### src/rtl/core/bmprgb_pkg.sv
// types and constants shared by the bitmap to rgb565 bus streamer
`timescale 1ns / 1ps
`default_nettype none

package bmprgb_pkg;

    // field and register widths
    localparam int CoordW   = 10;
    localparam int ImgSizeW = 13;
    localparam int CfgDataW = 13;
    localparam int CfgIdxW  = 2;
    localparam int ByteW    = 8;
    localparam int ColorW   = 16;

    // configuration register indexes
    localparam logic [CfgIdxW-1:0] CfgXStart      = 2'd0;
    localparam logic [CfgIdxW-1:0] CfgYStart      = 2'd1;
    localparam logic [CfgIdxW-1:0] CfgImageWidth  = 2'd2;
    localparam logic [CfgIdxW-1:0] CfgImageHeight = 2'd3;

    // register values after reset
    localparam logic [CoordW-1:0]   XStartInit      = 10'd0;
    localparam logic [CoordW-1:0]   YStartInit      = 10'd0;
    localparam logic [ImgSizeW-1:0] ImageWidthInit  = 13'd320;
    localparam logic [ImgSizeW-1:0] ImageHeightInit = 13'd480;

    // panel commands
    localparam logic [ByteW-1:0] CmdColumnSet = 8'h2A;
    localparam logic [ByteW-1:0] CmdPageSet   = 8'h2B;
    localparam logic [ByteW-1:0] CmdMemWrite  = 8'h2C;

    // input operation codes
    localparam logic OpStart = 1'b0;
    localparam logic OpData  = 1'b1;

    // job queue between front and back
    localparam int QDepth = 4;
    localparam int QPtrW  = 2;

    // byte positions inside a job
    localparam int JobIdxW = 4;
    localparam logic [JobIdxW-1:0] WinColHi  = 4'd1;
    localparam logic [JobIdxW-1:0] WinColLo  = 4'd2;
    localparam logic [JobIdxW-1:0] WinColEHi = 4'd3;
    localparam logic [JobIdxW-1:0] WinColELo = 4'd4;
    localparam logic [JobIdxW-1:0] WinPage   = 4'd5;
    localparam logic [JobIdxW-1:0] WinRowHi  = 4'd6;
    localparam logic [JobIdxW-1:0] WinRowLo  = 4'd7;
    localparam logic [JobIdxW-1:0] WinRowEHi = 4'd8;
    localparam logic [JobIdxW-1:0] WinRowELo = 4'd9;
    localparam logic [JobIdxW-1:0] WinLast   = 4'd10;
    localparam logic [JobIdxW-1:0] PixLast   = 4'd1;
    localparam logic [JobIdxW-1:0] JobFirst  = 4'd0;

    typedef struct packed {
        logic             op;
        logic [ByteW-1:0] pixel_byte;
    } in_item_t;

    typedef struct packed {
        logic [ByteW-1:0] bus_byte;
        logic             is_data;
        logic             last;
    } out_item_t;

    typedef enum logic {
        JOB_WINDOW,
        JOB_PIXEL
    } job_kind_t;

    typedef struct packed {
        job_kind_t         kind;
        logic [CoordW-1:0] x0;
        logic [CoordW-1:0] x1;
        logic [CoordW-1:0] y0;
        logic [CoordW-1:0] y1;
        logic [ColorW-1:0] color;
    } job_t;

    typedef struct packed {
        logic full;
        logic empty;
    } q_status_t;

    typedef enum logic [1:0] {
        PH_BLUE,
        PH_GREEN,
        PH_RED
    } phase_t;

endpackage

`default_nettype wire

### src/rtl/core/bmp24_to_rgb565_bus_streamer.sv
// top level of the 24-bit bitmap to rgb565 parallel panel bus streamer
// usage:
//   item channel (item_valid, item_stall, item_data): op 0 starts an image and
//   queues the window commands, op 1 carries one bitmap row byte (b, g, r, pad).
//   bus channel (bus_valid, bus_stall, bus_data): one panel bus byte per
//   transaction with its data/command flag and a last flag on each job's final byte.
//   cfg port (cfg_write, cfg_index, cfg_data): x_start, y_start, image_width,
//   image_height; write only while the block is idle.
// throughput: one input transaction per cycle while the four-entry job queue
//   has room; the bus side sends one byte per cycle while bus_stall is low, so a
//   pixel (3 input bytes, 2 bus bytes) keeps pace, and a start item queues 11 bus bytes.
// path: an accepted item is written into the job queue, then its first bus byte is
//   loaded into the output register, from which the bus takes it.
// reset: config returns to 0, 0, 320, 480, drawing stops, the queue empties.
// a stalled bus holds its byte; the front keeps taking items until the queue
//   fills, then raises item_stall.
`timescale 1ns / 1ps
`default_nettype none

module bmp24_to_rgb565_bus_streamer #(
    parameter int PANEL_WIDTH     = 320,
    parameter int PANEL_HEIGHT    = 480,
    parameter int MAX_IMAGE_WIDTH = 4096
) (
    input  wire                               clk,
    input  wire                               rst_n,
    input  wire                               cfg_write,
    input  wire  [bmprgb_pkg::CfgIdxW-1:0]    cfg_index,
    input  wire  [bmprgb_pkg::CfgDataW-1:0]   cfg_data,
    input  wire                               item_valid,
    output logic                              item_stall,
    input  bmprgb_pkg::in_item_t              item_data,
    output logic                              bus_valid,
    input  wire                               bus_stall,
    output bmprgb_pkg::out_item_t             bus_data
);

    logic                   q_push;
    logic                   q_pop;
    bmprgb_pkg::job_t       q_job;
    bmprgb_pkg::job_t       head_job;
    bmprgb_pkg::q_status_t  q_status;

    bmprgb_front #(
        .PANEL_WIDTH     (PANEL_WIDTH),
        .PANEL_HEIGHT    (PANEL_HEIGHT),
        .MAX_IMAGE_WIDTH (MAX_IMAGE_WIDTH)
    ) u_front (
        .clk        (clk),
        .rst_n      (rst_n),
        .cfg_write  (cfg_write),
        .cfg_index  (cfg_index),
        .cfg_data   (cfg_data),
        .item_valid (item_valid),
        .item_stall (item_stall),
        .item_data  (item_data),
        .q_status   (q_status),
        .q_push     (q_push),
        .q_job      (q_job)
    );

    bmprgb_queue u_queue (
        .clk      (clk),
        .rst_n    (rst_n),
        .push     (q_push),
        .push_job (q_job),
        .pop      (q_pop),
        .head_job (head_job),
        .status   (q_status)
    );

    bmprgb_back u_back (
        .clk       (clk),
        .rst_n     (rst_n),
        .head_job  (head_job),
        .q_status  (q_status),
        .pop       (q_pop),
        .bus_valid (bus_valid),
        .bus_stall (bus_stall),
        .bus_data  (bus_data)
    );

endmodule

`default_nettype wire

### src/rtl/core/bmprgb_front.sv
// front end: configuration registers, crop setup, row byte counting and job issue
`timescale 1ns / 1ps
`default_nettype none

module bmprgb_front #(
    parameter int PANEL_WIDTH     = 320,
    parameter int PANEL_HEIGHT    = 480,
    parameter int MAX_IMAGE_WIDTH = 4096
) (
    input  wire                                  clk,
    input  wire                                  rst_n,
    input  wire                                  cfg_write,
    input  wire  [bmprgb_pkg::CfgIdxW-1:0]       cfg_index,
    input  wire  [bmprgb_pkg::CfgDataW-1:0]      cfg_data,
    input  wire                                  item_valid,
    output logic                                 item_stall,
    input  bmprgb_pkg::in_item_t                 item_data,
    input  bmprgb_pkg::q_status_t                q_status,
    output logic                                 q_push,
    output bmprgb_pkg::job_t                     q_job
);

    localparam int ImgMax = (1 << bmprgb_pkg::ImgSizeW) - 1;
    localparam int EffMax = (MAX_IMAGE_WIDTH < ImgMax) ? MAX_IMAGE_WIDTH : ImgMax;
    localparam int EffW   = $clog2(EffMax + 1);
    localparam int RbW    = $clog2(3 * EffMax + 4);
    localparam int PixW   = $clog2(EffMax + 2);
    localparam int CwW    = $clog2(PANEL_WIDTH + 1);
    localparam int ChW    = $clog2(PANEL_HEIGHT + 1);
    localparam int CmpW   = (PixW > CwW) ? PixW : CwW;
    localparam int SumW   = bmprgb_pkg::ImgSizeW + 1;
    localparam int CW     = bmprgb_pkg::CoordW;

    // configuration registers
    logic [CW-1:0]                   x_start_reg;
    logic [CW-1:0]                   y_start_reg;
    logic [bmprgb_pkg::ImgSizeW-1:0] image_width_reg;
    logic [bmprgb_pkg::ImgSizeW-1:0] image_height_reg;

    // image state
    logic                      drawing_reg, drawing_next;
    logic [CwW-1:0]            crop_w_reg, crop_w_next;
    logic [ChW-1:0]            crop_h_reg, crop_h_next;
    logic [RbW-1:0]            byte_in_row_reg, byte_in_row_next;
    logic [PixW-1:0]           pix_reg, pix_next;
    bmprgb_pkg::phase_t        phase_reg, phase_next;
    logic [ChW-1:0]            rows_done_reg, rows_done_next;
    logic [bmprgb_pkg::ByteW-1:0] held_blue_reg, held_blue_next;
    logic [bmprgb_pkg::ByteW-1:0] held_green_reg, held_green_next;

    logic                            accept;
    logic [EffW-1:0]                 eff_w;
    logic [bmprgb_pkg::ImgSizeW-1:0] eff_h;
    logic [SumW-1:0]                 x_sum, y_sum;
    logic                            off_panel;
    logic [CwW-1:0]                  new_crop_w;
    logic [ChW-1:0]                  new_crop_h;
    logic [CW-1:0]                   x_end, y_end;
    logic [RbW-1:0]                  w3, rb_sum, row_bytes, p_plus;
    logic                            row_end, in_image, pix_in_crop, rows_live;

    assign item_stall = q_status.full;
    assign accept     = item_valid && !item_stall;

    always_ff @(posedge clk or negedge rst_n)
    begin
        if (!rst_n)
        begin
            x_start_reg      <= bmprgb_pkg::XStartInit;
            y_start_reg      <= bmprgb_pkg::YStartInit;
            image_width_reg  <= bmprgb_pkg::ImageWidthInit;
            image_height_reg <= bmprgb_pkg::ImageHeightInit;
        end
        else if (cfg_write)
        begin
            unique case (cfg_index)
                bmprgb_pkg::CfgXStart:      x_start_reg      <= cfg_data[CW-1:0];
                bmprgb_pkg::CfgYStart:      y_start_reg      <= cfg_data[CW-1:0];
                bmprgb_pkg::CfgImageWidth:  image_width_reg  <= cfg_data;
                bmprgb_pkg::CfgImageHeight: image_height_reg <= cfg_data;
            endcase
        end
    end

    // effective size: zero counts as one, width clipped to the supported maximum
    always_comb
    begin
        if (image_width_reg == '0)
            eff_w = EffW'(1);
        else if (image_width_reg > bmprgb_pkg::ImgSizeW'(EffMax))
            eff_w = EffW'(EffMax);
        else
            eff_w = EffW'(image_width_reg);
        eff_h = (image_height_reg == '0) ? bmprgb_pkg::ImgSizeW'(1) : image_height_reg;
    end

    // crop window against the panel
    assign off_panel = (SumW'(x_start_reg) >= SumW'(PANEL_WIDTH))
                    || (SumW'(y_start_reg) >= SumW'(PANEL_HEIGHT));
    assign x_sum = SumW'(x_start_reg) + SumW'(eff_w);
    assign y_sum = SumW'(y_start_reg) + SumW'(eff_h);
    assign new_crop_w = (x_sum > SumW'(PANEL_WIDTH))
                      ? CwW'(SumW'(PANEL_WIDTH) - SumW'(x_start_reg)) : CwW'(eff_w);
    assign new_crop_h = (y_sum > SumW'(PANEL_HEIGHT))
                      ? ChW'(SumW'(PANEL_HEIGHT) - SumW'(y_start_reg)) : ChW'(eff_h);
    assign x_end = CW'(SumW'(x_start_reg) + SumW'(new_crop_w) - SumW'(1));
    assign y_end = CW'(SumW'(y_start_reg) + SumW'(new_crop_h) - SumW'(1));

    // row length follows the current width register, padded to four bytes
    assign w3        = RbW'({eff_w, 1'b0}) + RbW'(eff_w);
    assign rb_sum    = w3 + RbW'(3);
    assign row_bytes = {rb_sum[RbW-1:2], 2'b00};
    assign p_plus    = byte_in_row_reg + RbW'(1);
    assign row_end   = p_plus >= row_bytes;
    assign in_image  = byte_in_row_reg < w3;
    assign pix_in_crop = CmpW'(pix_reg) < CmpW'(crop_w_reg);
    assign rows_live = drawing_reg && (rows_done_reg < crop_h_reg);

    always_comb
    begin
        drawing_next     = drawing_reg;
        crop_w_next      = crop_w_reg;
        crop_h_next      = crop_h_reg;
        byte_in_row_next = byte_in_row_reg;
        pix_next         = pix_reg;
        phase_next       = phase_reg;
        rows_done_next   = rows_done_reg;
        held_blue_next   = held_blue_reg;
        held_green_next  = held_green_reg;
        q_push           = 1'b0;
        q_job.kind       = bmprgb_pkg::JOB_WINDOW;
        q_job.x0         = x_start_reg;
        q_job.x1         = x_end;
        q_job.y0         = y_start_reg;
        q_job.y1         = y_end;
        // rgb565: red top five, green top six, blue top five
        q_job.color      = {item_data.pixel_byte[7:3], held_green_reg[7:2],
                            held_blue_reg[7:3]};

        if (accept)
        begin
            if (item_data.op == bmprgb_pkg::OpStart)
            begin
                if (off_panel)
                begin
                    drawing_next = 1'b0;
                end
                else
                begin
                    drawing_next     = 1'b1;
                    crop_w_next      = new_crop_w;
                    crop_h_next      = new_crop_h;
                    byte_in_row_next = '0;
                    pix_next         = '0;
                    phase_next       = bmprgb_pkg::PH_BLUE;
                    rows_done_next   = '0;
                    held_blue_next   = '0;
                    held_green_next  = '0;
                    q_push           = 1'b1;
                end
            end
            else if (rows_live)
            begin
                if (in_image)
                begin
                    unique case (phase_reg)
                        bmprgb_pkg::PH_BLUE:  held_blue_next  = item_data.pixel_byte;
                        bmprgb_pkg::PH_GREEN: held_green_next = item_data.pixel_byte;
                        bmprgb_pkg::PH_RED:
                        begin
                            if (pix_in_crop)
                            begin
                                q_push     = 1'b1;
                                q_job.kind = bmprgb_pkg::JOB_PIXEL;
                            end
                        end
                        default: ;
                    endcase
                end

                if (row_end)
                begin
                    byte_in_row_next = '0;
                    pix_next         = '0;
                    phase_next       = bmprgb_pkg::PH_BLUE;
                    rows_done_next   = rows_done_reg + ChW'(1);
                end
                else
                begin
                    byte_in_row_next = p_plus;
                    unique case (phase_reg)
                        bmprgb_pkg::PH_BLUE:  phase_next = bmprgb_pkg::PH_GREEN;
                        bmprgb_pkg::PH_GREEN: phase_next = bmprgb_pkg::PH_RED;
                        bmprgb_pkg::PH_RED:
                        begin
                            phase_next = bmprgb_pkg::PH_BLUE;
                            pix_next   = pix_reg + PixW'(1);
                        end
                        default: phase_next = bmprgb_pkg::PH_BLUE;
                    endcase
                end
            end
        end
    end

    always_ff @(posedge clk or negedge rst_n)
    begin
        if (!rst_n)
        begin
            drawing_reg     <= 1'b0;
            crop_w_reg      <= '0;
            crop_h_reg      <= '0;
            byte_in_row_reg <= '0;
            pix_reg         <= '0;
            phase_reg       <= bmprgb_pkg::PH_BLUE;
            rows_done_reg   <= '0;
        end
        else
        begin
            drawing_reg     <= drawing_next;
            crop_w_reg      <= crop_w_next;
            crop_h_reg      <= crop_h_next;
            byte_in_row_reg <= byte_in_row_next;
            pix_reg         <= pix_next;
            phase_reg       <= phase_next;
            rows_done_reg   <= rows_done_next;
        end
    end

    always_ff @(posedge clk)
    begin
        held_blue_reg  <= held_blue_next;
        held_green_reg <= held_green_next;
    end

endmodule

`default_nettype wire

### src/rtl/core/bmprgb_queue.sv
// short job queue between the front and back ends
`timescale 1ns / 1ps
`default_nettype none

module bmprgb_queue (
    input  wire                    clk,
    input  wire                    rst_n,
    input  wire                    push,
    input  bmprgb_pkg::job_t       push_job,
    input  wire                    pop,
    output bmprgb_pkg::job_t       head_job,
    output bmprgb_pkg::q_status_t  status
);

    localparam int PW = bmprgb_pkg::QPtrW;

    bmprgb_pkg::job_t entry_reg [bmprgb_pkg::QDepth];
    logic [PW-1:0]    wr_ptr_reg, wr_ptr_next;
    logic [PW-1:0]    rd_ptr_reg, rd_ptr_next;
    logic [PW:0]      count_reg, count_next;
    logic             do_push, do_pop;

    assign status.full  = (count_reg == (PW + 1)'(bmprgb_pkg::QDepth));
    assign status.empty = (count_reg == '0);
    assign do_push      = push && !status.full;
    assign do_pop       = pop && !status.empty;
    assign head_job     = entry_reg[rd_ptr_reg];

    always_comb
    begin
        wr_ptr_next = do_push ? wr_ptr_reg + PW'(1) : wr_ptr_reg;
        rd_ptr_next = do_pop ? rd_ptr_reg + PW'(1) : rd_ptr_reg;
        count_next  = count_reg;
        if (do_push && !do_pop)
            count_next = count_reg + (PW + 1)'(1);
        else if (do_pop && !do_push)
            count_next = count_reg - (PW + 1)'(1);
    end

    always_ff @(posedge clk or negedge rst_n)
    begin
        if (!rst_n)
        begin
            wr_ptr_reg <= '0;
            rd_ptr_reg <= '0;
            count_reg  <= '0;
        end
        else
        begin
            wr_ptr_reg <= wr_ptr_next;
            rd_ptr_reg <= rd_ptr_next;
            count_reg  <= count_next;
        end
    end

    always_ff @(posedge clk)
    begin
        if (do_push)
            entry_reg[wr_ptr_reg] <= push_job;
    end

endmodule

`default_nettype wire

### src/rtl/core/bmprgb_back.sv
// back end: expands queued jobs into panel bus bytes through an output register
`timescale 1ns / 1ps
`default_nettype none

module bmprgb_back (
    input  wire                    clk,
    input  wire                    rst_n,
    input  bmprgb_pkg::job_t       head_job,
    input  bmprgb_pkg::q_status_t  q_status,
    output logic                   pop,
    output logic                   bus_valid,
    input  wire                    bus_stall,
    output bmprgb_pkg::out_item_t  bus_data
);

    logic [bmprgb_pkg::JobIdxW-1:0] idx_reg, idx_next;
    logic                           valid_reg, valid_next;
    bmprgb_pkg::out_item_t          data_reg, data_next;
    logic                           load;
    logic                           job_done;
    bmprgb_pkg::out_item_t          cur_byte;

    assign load = !valid_reg || !bus_stall;

    // byte selected by the position inside the head job
    always_comb
    begin
        cur_byte.is_data  = 1'b1;
        cur_byte.last     = 1'b0;
        cur_byte.bus_byte = '0;
        if (head_job.kind == bmprgb_pkg::JOB_PIXEL)
        begin
            job_done = (idx_reg == bmprgb_pkg::PixLast);
            cur_byte.bus_byte = job_done ? head_job.color[7:0] : head_job.color[15:8];
        end
        else
        begin
            job_done = (idx_reg == bmprgb_pkg::WinLast);
            unique case (idx_reg)
                bmprgb_pkg::JobFirst:
                begin
                    cur_byte.bus_byte = bmprgb_pkg::CmdColumnSet;
                    cur_byte.is_data  = 1'b0;
                end
                bmprgb_pkg::WinColHi:  cur_byte.bus_byte = 8'(head_job.x0 >> 8);
                bmprgb_pkg::WinColLo:  cur_byte.bus_byte = head_job.x0[7:0];
                bmprgb_pkg::WinColEHi: cur_byte.bus_byte = 8'(head_job.x1 >> 8);
                bmprgb_pkg::WinColELo: cur_byte.bus_byte = head_job.x1[7:0];
                bmprgb_pkg::WinPage:
                begin
                    cur_byte.bus_byte = bmprgb_pkg::CmdPageSet;
                    cur_byte.is_data  = 1'b0;
                end
                bmprgb_pkg::WinRowHi:  cur_byte.bus_byte = 8'(head_job.y0 >> 8);
                bmprgb_pkg::WinRowLo:  cur_byte.bus_byte = head_job.y0[7:0];
                bmprgb_pkg::WinRowEHi: cur_byte.bus_byte = 8'(head_job.y1 >> 8);
                bmprgb_pkg::WinRowELo: cur_byte.bus_byte = head_job.y1[7:0];
                bmprgb_pkg::WinLast:
                begin
                    cur_byte.bus_byte = bmprgb_pkg::CmdMemWrite;
                    cur_byte.is_data  = 1'b0;
                end
                default: ;
            endcase
        end
        cur_byte.last = job_done;
    end

    always_comb
    begin
        idx_next   = idx_reg;
        valid_next = valid_reg;
        data_next  = data_reg;
        pop        = 1'b0;
        if (load)
        begin
            if (!q_status.empty)
            begin
                valid_next = 1'b1;
                data_next  = cur_byte;
                if (job_done)
                begin
                    pop      = 1'b1;
                    idx_next = bmprgb_pkg::JobFirst;
                end
                else
                begin
                    idx_next = idx_reg + bmprgb_pkg::JobIdxW'(1);
                end
            end
            else
            begin
                valid_next = 1'b0;
            end
        end
    end

    always_ff @(posedge clk or negedge rst_n)
    begin
        if (!rst_n)
        begin
            idx_reg   <= bmprgb_pkg::JobFirst;
            valid_reg <= 1'b0;
        end
        else
        begin
            idx_reg   <= idx_next;
            valid_reg <= valid_next;
        end
    end

    always_ff @(posedge clk)
    begin
        data_reg <= data_next;
    end

    assign bus_valid = valid_reg;
    assign bus_data  = data_reg;

endmodule

`default_nettype wire
### config.mk
export PLATFORM = sky130hd
export DESIGN_NAME = bmp24_to_rgb565_bus_streamer
export DESIGN_NICKNAME = d
export VERILOG_FILES = /design/src/rtl/core/bmprgb_pkg.sv /design/src/rtl/core/bmp24_to_rgb565_bus_streamer.sv /design/src/rtl/core/bmprgb_front.sv /design/src/rtl/core/bmprgb_queue.sv /design/src/rtl/core/bmprgb_back.sv
export SDC_FILE = /design/constraint.sdc
export NUM_CORES = 1
export LEC_CHECK = 0
export BUFFER_PORTS_ARGS = -buffer_cell sky130_fd_sc_hd__buf_4
export CORE_AREA = 2 2 173 259
export CTS_CLUSTER_SIZE = 28
export DETAILED_ROUTE_END_ITERATION = 7
export DIE_AREA = 0 0 175 261
export SLEW_MARGIN = 20
export SYNTH_ARGS = -nofsm -noshare
export SYNTH_HDL_FRONTEND = slang
export SYNTH_HIERARCHICAL = 1
export SYNTH_SLANG_ARGS = --single-unit
### constraint.sdc
create_clock -name clk -period 6.1 [get_ports clk]
set_clock_uncertainty 0.2 [all_clocks]
set_input_delay 0.305 -clock clk [delete_from_list [all_inputs] [get_ports clk]]
set_output_delay 0.305 -clock clk [all_outputs]
set_load 0.05 [all_outputs]
# Word-level counts from Yosys, hierarchy flattened
# Memories as Yosys holds them, arrays and structs flattened.
# Index checks and enable logic that the tools add are counted.
[classes]
mux = 55
n_lt_le_gt_ge = 9
bitwise = 3
eq_ne = 23
mul = 0
shifts = 0
div_mod_pow = 0
reduce_logical = 34
n_addsub = 18
[ops]
columns = ["operator", "n"]
rows = [
  ["two-way mux 13 bit", 8],
  ["two-way mux 8 bit", 11],
  ["one-hot mux 8 bit (11 select lines)", 1],
  ["two-way mux 14 bit", 4],
  ["two-way mux 9 bit", 6],
  ["adder 10 x 13 -> 14 bit", 2],
  ["greater-than comparator 14 x 9 -> 1 bit (second input constant)", 2],
  ["zero test 13 bit", 2],
  ["adder 10 x 9 -> 10 bit", 2],
  ["greater-or-equal comparator 10 x 9 -> 1 bit (second input constant)", 2],
  ["subtractor 10 x 1 -> 10 bit (second input constant)", 2],
  ["subtractor 9 bit (first input constant)", 2],
  ["two-way mux 1 bit", 17],
  ["equality test 4 x 3 -> 1 bit (second input constant)", 4],
  ["adder 14 x 1 -> 14 bit (second input constant)", 1],
  ["adder 14 x 13 -> 14 bit", 1],
  ["adder 14 x 2 -> 14 bit (second input constant)", 1],
  ["greater-or-equal comparator 14 bit", 1],
  ["less-than comparator 14 bit", 1],
  ["adder 13 x 1 -> 13 bit (second input constant)", 1],
  ["greater-than comparator 13 bit (second input constant)", 1],
  ["less-than comparator 13 x 9 -> 1 bit", 1],
  ["equality test 4 bit (second input constant)", 3],
  ["AND reduction 2 bit", 6],
  ["other kinds (30)", 60],
]
[word_totals]
regBits = 141
elab_cells = 164
out_inout_bits = 12
mem_bits_ro = 0
n_memories = 1
mem_bits_rw = 228
latch_bits = 0
inputBits = 29
[mem_list]
columns = ["memory", "words", "word_bits", "read_ports", "rd_clocked_by_memory_dff", "wr", "line_no", "source"]
rows = [
  ["u_queue.entry_reg", 4, 57, 1, 0, 1, "bmprgb_queue.sv:17", "bmprgb_pkg::job_t entry_reg [bmprgb_pkg::QDepth];"],
]

# Logic depth before layout (Yosys ltp)
[logic_depth]
ltp_word = 14
depth_mapped = 28
ltp_nobuf = 25

# By module
# The synthesis kept the hierarchy.
[modules_own_cells]
columns = ["module", "seq_area_each_um2", "n_inst", "area_per_inst_um2", "cells_per_inst"]
rows = [
  ["bmprgb_front", 2915.3, 1, 9456.6, 1053],
  ["bmprgb_queue", 7021.7, 1, 8653.3, 334],
  ["bmprgb_back", 425.4, 1, 1229.9, 121],
]

# Worst setup path before layout
# Ideal clock, no wire load.
[synth_path]
kind = "reg-to-reg"
startpoint = "register u_front/image_width_reg[1] (netlist bit)"
endpoint = "memory u_queue/entry_reg[0][0] (netlist bit) (enable)"
path_slack_ns = -0.318
path_stages_with_launch = 21
setup_ns = 0.421
arrival_time_ns = 5.797
synth_period_minus_slack_ns = 6.418
path_buffers = 2
required_time_ns = 5.479
path_cell_list = "dfrtp_1 > buf_2 > nor4_1 > a31oi_1 > nor2_1 > ha_1 > ha_1 > o211ai_1 > and2_1 > a211oi_1 > ha_1 > a21o_1 > a21o_1 > a21o_1 > a21o_1 > a211o_1 > a211o_1 > o41ai_1 > nor2b_1 > buf_2 > and2_1"
[synth_between]
elab_chain_cells = 12
word_cells_on_any_way = 13
cone_classes = "add/sub (1); order compare (2); mux (8); reduce/logical (2)"
[synth_lines]
columns = ["element", "line_no", "source"]
rows = [
  ["from (decl)", "bmprgb_front.sv:37", "logic [bmprgb_pkg::ImgSizeW-1:0] image_width_reg;"],
  ["from (signal assigned)", "bmprgb_front.sv:71", "image_width_reg <= bmprgb_pkg::ImageWidthInit;"],
  ["from (signal assigned)", "bmprgb_front.sv:79", "bmprgb_pkg::CfgImageWidth: image_width_reg <= cfg_data;"],
  ["greater-than comparator 13 bit", "bmprgb_front.sv:90", "else if (image_width_reg > bmprgb_pkg::ImgSizeW'(EffMax))"],
  ["two-way mux 13 bit", "bmprgb_front.sv:90", ""],
  ["two-way mux 13 bit *", "bmprgb_front.sv:88", "if (image_width_reg == '0)"],
  ["adder 14 x 13 -> 14 bit *", "bmprgb_front.sv:110", "assign w3 = RbW'({eff_w, 1'b0}) + RbW'(eff_w);"],
  ["less-than comparator 14 bit *", "bmprgb_front.sv:115", "assign in_image = byte_in_row_reg < w3;"],
  ["two-way mux 1 bit *", "bmprgb_front.sv:164", "if (in_image)"],
  ["two-way mux 1 bit *", "bmprgb_front.sv:162", "else if (rows_live)"],
  ["two-way mux 1 bit *", "bmprgb_front.sv:142", "if (item_data.op == bmprgb_pkg::OpStart)"],
  ["two-way mux 1 bit *", "bmprgb_front.sv:140", "if (accept)"],
  ["named net q_push", "bmp24_to_rgb565_bus_streamer.sv:38", "logic q_push;"],
  ["logical AND 1 bit *", "bmprgb_queue.sv:25", "assign do_push = push && !status.full;"],
  ["named net u_queue.do_push", "bmprgb_queue.sv:21", "logic do_push, do_pop;"],
  ["two-way mux 1 bit *", "bmprgb_queue.sv:58", "if (do_push)"],
  ["two-way mux 1 bit (not written as such) *", "bmprgb_queue.sv:59", "entry_reg[wr_ptr_reg] <= push_job;"],
  ["to (decl)", "bmprgb_queue.sv:17", ""],
]
# The timed path passes the listed nets; every way through them passes the cells marked *.

==> results.txt <==
----------------------------------------------------
[Run status]
  Result of the run ... finished clean

[Clocking]
  TritonCTS Buffers ... 38
  Clock tree from TritonCTS ... done
  Clock Path Buffers ... 3
  Root buffer cell ... sky130_fd_sc_hd__clkbuf_16
  Clk_lat worst skew ... 0.54 ns
  Clock sink total ... 364
  H-tree depth ... 2
  Clk pin slew, worst setup/hold paths ... 0.06 ns

[Logic synthesis]
  Parity-gate share of the synthesized area counting xor and xnor cells ... 0.0348
  Flops & latches, synth ... 364
  Simple logic cell fraction of the synthesized area ... 0.0930
  Synthesized netlist net count ... 1664
  Compound-gate portion of the synthesized area ... 0.102
  Largest family of logic cells by synthesized area ... multiplexers
  Primary flip-flop cell chosen by synthesis mapping ... sky130_fd_sc_hd__edfxtp_1
  Synth warnings ... 6
  Post-Syn Instances ... 1508
  Dominant cell type by area after synthesis ... sky130_fd_sc_hd__edfxtp_1
  Share of flip-flops with an asynchronous set or reset after synthesis ... 0.316
  Distinct cell type count of the synthesized netlist ... 91
  Seq/Total Area, Yosys ... 0.536
  Cell types with the highest counts after synthesis ... 249 x sky130_fd_sc_hd__edfxtp_1, 123 x sky130_fd_sc_hd__ha_1, 114 x sky130_fd_sc_hd__inv_1, 109 x sky130_fd_sc_hd__dfrtp_1, 84 x sky130_fd_sc_hd__nand2_1
  Number of enable flip-flop cells after synthesis ... 249
  Average instance area after synthesis ... 12.8 µm²
  Most common cell in the synthesized netlist ... sky130_fd_sc_hd__edfxtp_1
  Post-Synthesis Cell Area ... 19300 µm²
  Multiplexer fraction of the synthesized cell area ... 0.108
  Fraction of the mapped netlist area in adder cells ... 0.0837
  Top post-synthesis cells by area ... sky130_fd_sc_hd__edfxtp_1 39%, sky130_fd_sc_hd__dfrtp_1 14%, sky130_fd_sc_hd__ha_1 8.0%, sky130_fd_sc_hd__mux4_2 6.6%, sky130_fd_sc_hd__mux2_2 3.0%
  Synth top area share ... 0.387

[STA]
  Period utilization ... 0.944
  Final worst path period need ... 5.76 ns
  Number of hold-slack violations in the final timing report ... 0
  Total setup violations reported at the end of the flow ... 0
  Final WS setup ... 0.339 ns
  Worst Tran Pin Value ... 0.935 ns
  Number of pins exceeding their max-slew limit in the final report ... 0
  Maximum achievable frequency ... 174 MHz
  Relative slew margins ... 0.377
  Setup_tns ... 0 ns

[Cells and area]
  Filler cell count ... 3753
  Number of nets in the finished design ... 1748
  Area of the multi-input gates ... 8270 µm²
  Antenna diodes ... 0
  Number of flip-flops in the largest register ... 228
  Post-route core utilization ... 0.505
  Count of non-filler cells in the finished layout ... 2198
  Sequential cell area ... 10400 µm²
  Fraction of final layout cells with drive strength greater than 1 ... 0.199
  Area growth syn-to-layout ... 13.9%

[Global routing]
  Remaining global-route overflow ... 0
  Total track usage ... 0.198
  Maximum number of pins on one net before global-route repair ... 69
  Vias in the first global route ... 12.4k
  Global-route wire length before repair ... 70100 µm
  Initial antenna violation count ... 0

[Run]
  Number of max-capacitance violations reported ... 0

[Floorplanning]
  Area of the core region ... 43600 µm²
  Starting utilization of the core area ... 0.443
  Die Ht ... 261 µm
  DIE AREA ... 45700 µm²
  Top-level port count ... 41
  FP Rows ... 94
  Die X-Extent ... 175 µm

[Drt]
  Vias/cell ... 5.53
  Detailed-route wire length per cell ... 20.2 µm
  Routed Wire Length ... 44400 µm
  Drt drc ... 0
  Antenna-violating nets left ... 0
  Length of the first detailed-routing pass in iterations ... 5
  Via count of the routed design ... 12.2k
  Number of DRC markers in iteration 0 ... 630

[Power]
  Sw Ratio ... 0.363
  Share of total power in the clock network ... 0.239
  P per Cell Area ... 452 nW/µm²
  Internal power of the cells ... 0.00634 W
  Worst VDD drop ... 272 µV
  Share of total power in combinational logic ... 0.396
  Total leakage power ... 8.74 nW
  Switching component of the power ... 0.00361 W
  Part of the power in registers ... 0.365

[Critical path]
  Worst Path Buf+Inv ... 3
  Critical Path Start ... u_front/image_width_reg[1]
  Critical path's slowest cell ... sky130_fd_sc_hd__a221oi_2
  Critical path startpoint category ... flop
  Worst reg2reg path endpoint ... u_queue/entry_reg[0][45]
  Sort of element at the end of the critical path ... flop
  Levels on crit path ... 25
  Cell family contributing the most delay on the critical path ... compound AO/OA/AOI/OAI gates
  Setup slack, reg-to-reg ... 0.34 ns
  Worst reg2reg path depth ... 25
  Critical path arrival ... 5.82 ns
  Slowest cell delay on critical path ... 0.40 ns
  Launch instance of the worst register-to-register path ... u_front/image_width_reg[1]
  Crit path capture ... u_queue/entry_reg[0][45]
  Largest fanout of any net on the critical path ... 6
  Most frequent cell on the critical path ... sky130_fd_sc_hd__ha_1
  Data required time of the worst path ... 6.16 ns
  Crit Path Class ... flop to flop

[Place]
  Number of placed cells counting well taps ... 2095
  Post-placement setup slack ... 0.110 ns
  Routability cong. ... 0.845
  Placed wire-length estimate ... 31500 µm
  IO Port Bufs ... 38

[Min path]
  Type of the tightest min-delay check ... input pin to flop

----------------------------------------------------
power by group through the flow:
| stage | sequential [W] | combinational (W) | clock (W) |
|---|---|---|---|
| floorplan | 0.00363 | 0.00279 | 0 |
| global placement | 0.00367 | 0.00383 | 0 |
| detailed placement | 0.00369 | 0.00390 | 0 |
| CTS | 0.00364 | 0.00393 | 0.00244 |
| global route | 0.00369 | 0.00436 | 0.00253 |
| finish | 0.00364 | 0.00394 | 0.00238 |
cell families (layout without fill, tap and decap cells):
| group | Yosys count | count (layout) |
|---|---|---|
| AOI/OAI and AO/OA | 285 | 285 |
| muxes | 131 | 131 |
| DFF | 364 | 364 |
| xor gates and xnor gates | 76 | 76 |
| and+or+nand+nor | 341 | 341 |
| buffers and inverters | 184 | 298 |
| adders and majority gates | 127 | 127 |
how the worst min path moves through the flow:
stage / from / endpoint / slack, ns / cells after the start
4_1_cts: cfg_index[1] / u_front/x_start_reg[3] / 0.009 / 4
6_report: item_valid / u_front/drawing_reg / 0.04 / 4
3_5_place_dp: rst_n / u_front/byte_in_row_reg[2] / 0.19 / 1
2_1_floorplan: rst_n / u_back/bus_valid / -0.19 / 0
5_1_grt: item_valid / u_front/drawing_reg / 0.06 / 4
3_3_place_gp: rst_n / u_front/byte_in_row_reg[0] / 0.18 / 1
area by class of cell:
type                    instances  area share
multi-input cells             960       0.375
clock buffers                  44      0.0451
inverters                     115      0.0196
clock inverters                26      0.0131
well taps                     576      0.0327
repair buffers                113      0.0436
flip-flops and latches        364       0.471
routing by layer:
| metal | vias up | global-route usage | part of all wire |
|---|---|---|---|
| met2 | 212 | 0.371 | 0.53 |
| met3 | 76 | 0.0197 | 0.028 |
| li1 | 5814 | - | - |
| met5 | - | 0 | 0 |
| met4 | 0 | 0.0648 | 0.028 |
| met1 | 6054 | 0.238 | 0.41 |
stage by stage:
stage | area (µm²) | power, W | hold slack, ns
6_report | 22000 | 0.00996 | 0.0379
4_1_cts | 21800 | 0.0100 | 0.00881
3_3_place_gp | 20300 | 0.00750 | 0.184
3_5_place_dp | 20300 | 0.00759 | 0.191
5_1_grt | 22000 | 0.0106 | 0.0562
2_1_floorplan | 19300 | 0.00642 | -0.191
tightest hold or removal path, delay by kind of cell:
kind	cells	cell delay, ns
buf+inv	1	0.08
simple gates	2	0.18
compound gates	1	0.18
cell usage in the layout, fill, tap and decap left out, types with 27 or more instances in the layout:
cell                        synthesis  routed
sky130_fd_sc_hd__edfxtp_1         249     249
sky130_fd_sc_hd__ha_1             123     122
sky130_fd_sc_hd__inv_1            114     114
sky130_fd_sc_hd__dfrtp_1          109     106
sky130_fd_sc_hd__buf_4             12      84
sky130_fd_sc_hd__nand2_1           84      84
sky130_fd_sc_hd__mux4_2            57      57
sky130_fd_sc_hd__a21oi_1           58      55
sky130_fd_sc_hd__o21ai_0           55      55
sky130_fd_sc_hd__xnor2_1           55      54
sky130_fd_sc_hd__nor2_1            54      53
sky130_fd_sc_hd__mux2_2            51      51
sky130_fd_sc_hd__clkbuf_16          0      39
sky130_fd_sc_hd__nand3_1           39      39
sky130_fd_sc_hd__nor3_1            28      27
repair_timing:
item | in CTS | in global routing
endpoints found under the setup margin | 0 | 272
resized for setup | 0 | 18
hold buffers | 22 | 3
buffers inserted | 0 | 8
endpoints found under the hold margin | 128 | 4
No activity file was read; power rests on OpenSTA's default activity.
